**src/rtl/png_scanline_unfilter_to_argb_defines.svh**
```systemverilog
// Assertion helpers shared by the RTL files.
`ifndef PNG_SCANLINE_UNFILTER_TO_ARGB_DEFINES_SVH
`define PNG_SCANLINE_UNFILTER_TO_ARGB_DEFINES_SVH

// The condition holds at every clock edge outside reset.
`define PNGUNF_ASSERT_ALWAYS(lbl, cond, msg) \
    lbl: assert property (@(posedge clk) disable iff (!rst_n) (cond)) else $error(msg);

// The consequent holds in the same cycle as the antecedent.
`define PNGUNF_ASSERT_IMPL(lbl, ante, cons, msg) \
    lbl: assert property (@(posedge clk) disable iff (!rst_n) (ante) |-> (cons)) \
        else $error(msg);

// The consequent holds in the cycle after the antecedent.
`define PNGUNF_ASSERT_NEXT(lbl, ante, cons, msg) \
    lbl: assert property (@(posedge clk) disable iff (!rst_n) (ante) |=> (cons)) \
        else $error(msg);

`endif

```
**src/rtl/pngunf_pkg.sv**
```systemverilog
package pngunf_pkg;

    localparam int MAX_WIDTH   = 240;
    localparam int MAX_HEIGHT  = 320;
    localparam int STORE_DEPTH = MAX_WIDTH * 4;
    localparam int COL_W       = $clog2(STORE_DEPTH);
    localparam int ROW_W       = 9;

    localparam logic [2:0] FILT_NONE  = 3'd0;
    localparam logic [2:0] FILT_SUB   = 3'd1;
    localparam logic [2:0] FILT_UP    = 3'd2;
    localparam logic [2:0] FILT_AVG   = 3'd3;
    localparam logic [2:0] FILT_PAETH = 3'd4;

    localparam logic [1:0] MODE_GRAY = 2'd0;
    localparam logic [1:0] MODE_RGB  = 2'd1;
    localparam logic [1:0] MODE_RGBA = 2'd2;

    localparam logic [1:0] CFG_WIDTH  = 2'd0;
    localparam logic [1:0] CFG_HEIGHT = 2'd1;
    localparam logic [1:0] CFG_MODE   = 2'd2;

    typedef struct packed {
        logic             en;
        logic [COL_W-1:0] addr;
        logic [7:0]       data;
    } store_wr_t;

    function automatic logic [2:0] bytes_per_pixel(input logic [1:0] mode);
        logic [2:0] bpp;
        if (mode == MODE_RGBA)
        begin
            bpp = 3'd4;
        end
        else if (mode == MODE_RGB)
        begin
            bpp = 3'd3;
        end
        else
        begin
            bpp = 3'd1;
        end
        return bpp;
    endfunction

endpackage

```
**src/rtl/pngunf_predict.sv**
```systemverilog
module pngunf_predict
    import pngunf_pkg::*;
(
    input  logic [2:0] filter_type,
    input  logic [7:0] left_byte,
    input  logic [7:0] above_byte,
    input  logic [7:0] corner_byte,
    output logic [7:0] pred
);

    logic signed [10:0] pa_s;
    logic signed [10:0] pb_s;
    logic signed [10:0] pc_s;
    logic [10:0]        pa;
    logic [10:0]        pb;
    logic [10:0]        pc;
    logic [7:0]         paeth;
    logic [8:0]         avg_sum;

    always_comb
    begin
        pa_s = $signed({3'b000, above_byte}) - $signed({3'b000, corner_byte});
        pb_s = $signed({3'b000, left_byte}) - $signed({3'b000, corner_byte});
        pc_s = pa_s + pb_s;
        pa   = pa_s[10] ? 11'(-pa_s) : 11'(pa_s);
        pb   = pb_s[10] ? 11'(-pb_s) : 11'(pb_s);
        pc   = pc_s[10] ? 11'(-pc_s) : 11'(pc_s);
        priority if (pa <= pb && pa <= pc)
        begin
            paeth = left_byte;
        end
        else if (pb <= pc)
        begin
            paeth = above_byte;
        end
        else
        begin
            paeth = corner_byte;
        end
        avg_sum = {1'b0, left_byte} + {1'b0, above_byte};
        unique case (filter_type)
            FILT_SUB:   pred = left_byte;
            FILT_UP:    pred = above_byte;
            FILT_AVG:   pred = avg_sum[8:1];
            FILT_PAETH: pred = paeth;
            default:    pred = 8'd0;
        endcase
    end

endmodule

```
**config.mk**
```make
export PLATFORM = sky130hd
export DESIGN_NAME = pngunf_predict
export DESIGN_NICKNAME = d
export VERILOG_FILES = /design/src/rtl/png_scanline_unfilter_to_argb_defines.svh /design/src/rtl/pngunf_pkg.sv /design/src/rtl/pngunf_predict.sv
export SDC_FILE = /design/constraint.sdc
export NUM_CORES = 1
export LEC_CHECK = 0
export ABC_AREA = 0
export BUFFER_PORTS_ARGS = -buffer_cell sky130_fd_sc_hd__buf_4
export CAP_MARGIN = 0
export CORE_MARGIN = 2
export CORE_UTILIZATION = 40
export DETAILED_ROUTE_END_ITERATION = 8
export GPL_TIMING_DRIVEN = 0
export PLACE_DENSITY_LB_ADDON = 0.25
export SETUP_SLACK_MARGIN = 0.05
export SYNTH_ARGS = -nofsm -noshare
export SYNTH_HDL_FRONTEND = slang
export SYNTH_SLANG_ARGS = --single-unit
```
**constraint.sdc**
```tcl
create_clock -name vclk -period 16.74
set_input_delay 1.674 -clock vclk [all_inputs]
set_output_delay 1.674 -clock vclk [all_outputs]
set_load 0.05 [all_outputs]
```
## After elaboration in Yosys (flattened, before gate mapping)

Cells that the tools add are included.

| storage, ports and cells | value |
|---|---|
| bits in registers | 0 |
| input bits | 27 |
| output and inout bits | 8 |
| logic and storage cells | 21 |

| operators by class | value |
|---|---|
| add/sub/neg operators | 7 |
| order comparisons | 3 |
| equal/unequal tests | 4 |
| mux-type cells | 6 |
| reductions and logical operators | 1 |

Operator list:

| operator | number |
|---|---|
| $le 11x11->1 | 3 |
| $mux 11 | 3 |
| $pmux 8 s4 | 1 |
| $neg 9->11 | 2 |
| $sub 8x8->9 | 2 |
| $mux 8 | 2 |
| $neg 10->11 | 1 |
| $add 9x9->10 | 1 |
| $add 8x8->9 | 1 |
| $eq 3x2->1 const B | 2 |
| $eq 3x1->1 const B | 1 |
| $eq 3x3->1 const B | 1 |
| $logic_and 1x1->1 | 1 |

## Longest topological paths before layout

| logic depth | value |
|---|---|
| depth after elaboration | 8 |
| depth in mapped cells | 27 |
| mapped depth without buffers | 26 |

## Least setup slack after synthesis

No wires, ideal clock.

| timing path | value |
|---|---|
| path type | in2out |
| from | input port left_byte[0] |
| to | output port pred[5] |
| data arrival time | 6.872 ns |
| data required time | 15.066 ns |
| path slack | 8.194 ns |
| cell stages on the path | 26 |
| buffers on the path | 1 |
| path through | inv_1 ha_1 inv_1 fa_1 a21o_1 a21oi_1 o21ai_0 a21oi_1 xnor2_1 ha_1 inv_1 nor4_1 a311oi_2 o211ai_1 a21oi_1 xor2_1 ha_1 a21o_1 a21o_1 a211o_1 a21o_1 a21oi_1 a21oi_1 clkbuf_1 or3_1 a32o_1 |

| between the ends | value |
|---|---|
| word-level cells in the longest chain between the ends | 8 |
| elaborated cells on any way between the ends | 14 |
| those cells by class | 5 x add/sub; 3 x order compare; 5 x mux; 1 x reduce/logical |

RTL lines:

| what | RTL line | text |
|---|---|---|
| start: declaration | pngunf_predict.sv:5 | `input logic [7:0] left_byte,` |
| $sub 8x8->9 | pngunf_predict.sv:23 | `pb_s = $signed({3'b000, left_byte}) - $signed({3'b000, corner_byte});` |
| $add 9x9->10 | pngunf_predict.sv:24 | `pc_s = pa_s + pb_s;` |
| $neg 10->11 | pngunf_predict.sv:27 | `pc = pc_s[10] ? 11'(-pc_s) : 11'(pc_s);` |
| $mux 11 | pngunf_predict.sv:27 |  |
| $le 11x11->1 (on tied branches) | pngunf_predict.sv:32, pngunf_predict.sv:28 |  |
| $mux 8 / $logic_and 1x1->1 (equally long branches) | pngunf_predict.sv:32, pngunf_predict.sv:28 |  |
| $mux 8 | pngunf_predict.sv:28 | `priority if (pa <= pb && pa <= pc)` |
| $pmux 8 s4 (*) | pngunf_predict.sv:41 | `unique case (filter_type)` |
| end: declaration | pngunf_predict.sv:8 | `output logic [7:0] pred` |

Mark *: on every way between the ends. The rest lies on a longest branch, timed or not.

## Worst setup path in the final report

| timing path | value |
|---|---|
| from | input port left_byte[0] |
| to | output port pred[7] |

Same word-level chain as after synthesis.

==> results by group <==
Cells and area
  • N_diodes: 0
  • Share of cells above drive strength 1: 14.44%
  • Commonest non-fill, non-tap cell in the layout: ha_1
  • Fin nets: ~550
  • FF/Latch Area: 0 sq um
  • Seq cells: 0
  • Area Growth Syn to Fin: 13.32%
  • Final core occ: 46.17%
  • Fin cells: approximately 550
  • Commonest cells after routing, fill and taps aside: 65 x ha_1, 36 x inv_1, 34 x buf_4, 32 x a21oi_1, 31 x xnor2_1
  • Post-route cell area: between 3000 and 4000 sq um
  • CLK BUF: 0

Global routing
  • First-pass GRT wire length: 13940 microns
  • Number of global-route vias before repair: a little under 3000
  • All-Layer GR Usage: 19.79%
  • Antenna violations before repair: 0
  • Largest net degree at the start of global routing: 11
  • Total grt overflow: 0

Die
  • Boundary Pins: 35
  • Die width: 92.03 microns
  • Initial Utilization: between 40% and 50%
  • Core area: 7607 sq um
  • Die height: between 90 and 100 microns
  • Die ar.: 8469 sq um
  • Core Rows: 32

Placed design
  • Post-place setup slack: 7244 ps
  • Detailed placement HPWL: 7347 microns
  • Placed cells: approximately 550
  • Placement Cell Area: 3512 sq um
  • Buffers on Ports: 34
  • GP Congestion: around 0.84

Drt
  • DR pass1 iterations: 4
  • Vias per std cell: 5.569
  • Routed Antenna Nets: 0
  • Detailed Route Iter0 Violations: 85
  • Wirelength, routed: 8219 microns
  • Post-DR wirelength/cell: 14.89 microns
  • Via count: 3074
  • DRC viols: 0

Setup path
  • CP delay by family, top: compound AO/OA/AOI/OAI gates
  • Req. time, crit path: 15070 ps
  • Buf/Inv on CP: 6
  • CP Depth: 28
  • Worst EP arrival: 7850 ps
  • Slowest CP cell: fa_1
  • CP Class: primary input to output pin
  • Nature of the critical path endpoint: output pin
  • Critical Path Source Type: primary input
  • Critical path's most frequent cell: a21oi_1
  • Crit Path Max Fanout: 10
  • Slowest stage delay, CP: 410 ps

Timing
  • Final Critical Period: roughly 9500 ps
  • Slew Viols, Final: 0
  • FMAX: 0.1050 GHz
  • Setup TNS: 0 ps
  • Relative slew slack: 57.44%
  • PnR worst setup slack: ~7200 ps
  • Hold Violations, Final: 0
  • Least-Margin Pin Slew: 633.9 ps
  • Period utilisation layout: 56.91%
  • Setup Viol. Count Final: 0
  • Setup repair after global routing missed its margin: no

Power
  • Sw Share: 57.44%
  • Net Sw Power: about 220 uW
  • Worst IR Drop VDD: roughly 0.034 mV
  • Combinational power share: 100.0%
  • LEAKAGE: 0.001730 uW
  • Power Internal: 166.1 uW
  • Clock group share of total power: 0%
  • Seq pwr share: 0%
  • Power Dens Cells: 111.1 nW/um^2

CTS
  • # hold bufs at CTS: 0
  • CTS resizes: 0
  • # Post-CTS Setup Buffers: 0

Synthesis
  • Syn_area_per_cell: around 7.6 sq um
  • Post-Syn Instances: 408
  • Yosys warns: 0
  • Seq/Total Area, Yosys: 0%
  • Post-synth cell types: 64
  • Area of the mapped netlist: ~3100 sq um

Flow run
  • Max Cap Viol: 0

Min path
  • Hold Path Stages: 4
  • Min-delay worst type: primary input to output pin

Outcome
  • Status: finished, final reports clean
-- kinds of logic (layout without fill, tap and decap cells) --
logic type / Yosys count / in the layout / share of synthesized area (%)
muxes: 9 / 9 / 3.230
other: 2 / 10 / 0.2423
AOI/OAI and AO/OA: 127 / 127 / 29.03
adders and majority gates: 70 / 70 / 29.19
and+or+nand+nor: 108 / 108 / 18.77
xor gates and xnor gates: 49 / 49 / 14.33
buffers and inverters: 43 / 77 / 5.208
-- layer usage --
metal | vias to the layer above | routed length, microns | global-route usage [%]
li1 | 1592 | - | -
met1 | 1422 | 3891 | 26.26
met2 | 54 | 4072 | 37.25
met3 | 6 | 202 | 0.4930
met4 | 0 | 53 | 1.244
met5 | - | 0 | 0
-- power by group through the flow --
| stage | clock network (uW) | logic (uW) | registers [uW] |
|---|---|---|---|
| 4_1_cts | 0 | 390 | 0 |
| 6_report | 0 | 390 | 0 |
| 3_5_place_dp | 0 | 387 | 0 |
| 2_1_floorplan | 0 | 300 | 0 |
| 3_3_place_gp | 0 | 378 | 0 |
| 5_1_grt | 0 | 440 | 0 |
-- cell type report --
type,instances,area (sq um)
multi-input cells,373,2968
well taps,102,127.6
plain buffers,7,26.28
fillers,817,4095
repair buffers,34,255.2
inverters,36,135.1
-- through the flow --
stage	hold WS (ps)	total power [uW]
after floorplan	3773	299.9
after global placement	3902	378.2
after detailed placement	3903	387.4
after CTS	3909	390.2
after global routing	3933	439.9
final	3910	390.2
-- Yosys cell counts, drive strengths merged, types with 2 or more instances --
master / instances / area share (%)
a22oi: 3 / 0.73
nand4: 9 / 1.8
a21oi: 33 / 5.5
clkbuf: 7 / 0.85
and2: 2 / 0.40
nor2b: 3 / 0.69
conb: 2 / 0.24
o2111ai: 2 / 0.77
nor4: 4 / 0.81
o21ai: 19 / 3.1
a211o: 2 / 0.57
nor2: 26 / 3.4
a311o: 5 / 1.6
o211ai: 3 / 0.73
o21a: 3 / 0.73
o22ai: 2 / 0.40
nand2b: 2 / 0.40
or2: 5 / 1.1
a21o: 26 / 6.3
nand2: 20 / 2.4
nor3: 11 / 1.8
and3: 2 / 0.44
mux2: 8 / 2.9
a32o: 2 / 0.65
and2b: 2 / 0.52
o21bai: 6 / 1.5
a31oi: 8 / 2.1
or3: 5 / 1.0
nand3: 10 / 1.6
xor2: 17 / 4.8
a211oi: 3 / 0.73
inv: 36 / 4.4
fa: 4 / 2.6
a32oi: 2 / 0.81
xnor2: 31 / 8.8
and4: 4 / 1.3
ha: 65 / 26
-- final timing paths --
kind	slack, ps	end	from
worst max-delay path	7210	pred[7]	left_byte[0]
worst min-delay path	3910	pred[5]	above_byte[5]
-- worst min-delay path, stage by stage --
cell and delay, ps:
buf_4 110, a22o_1 130, a32o_1 130, buf_4 200
(Power assumes the default switching activity.)
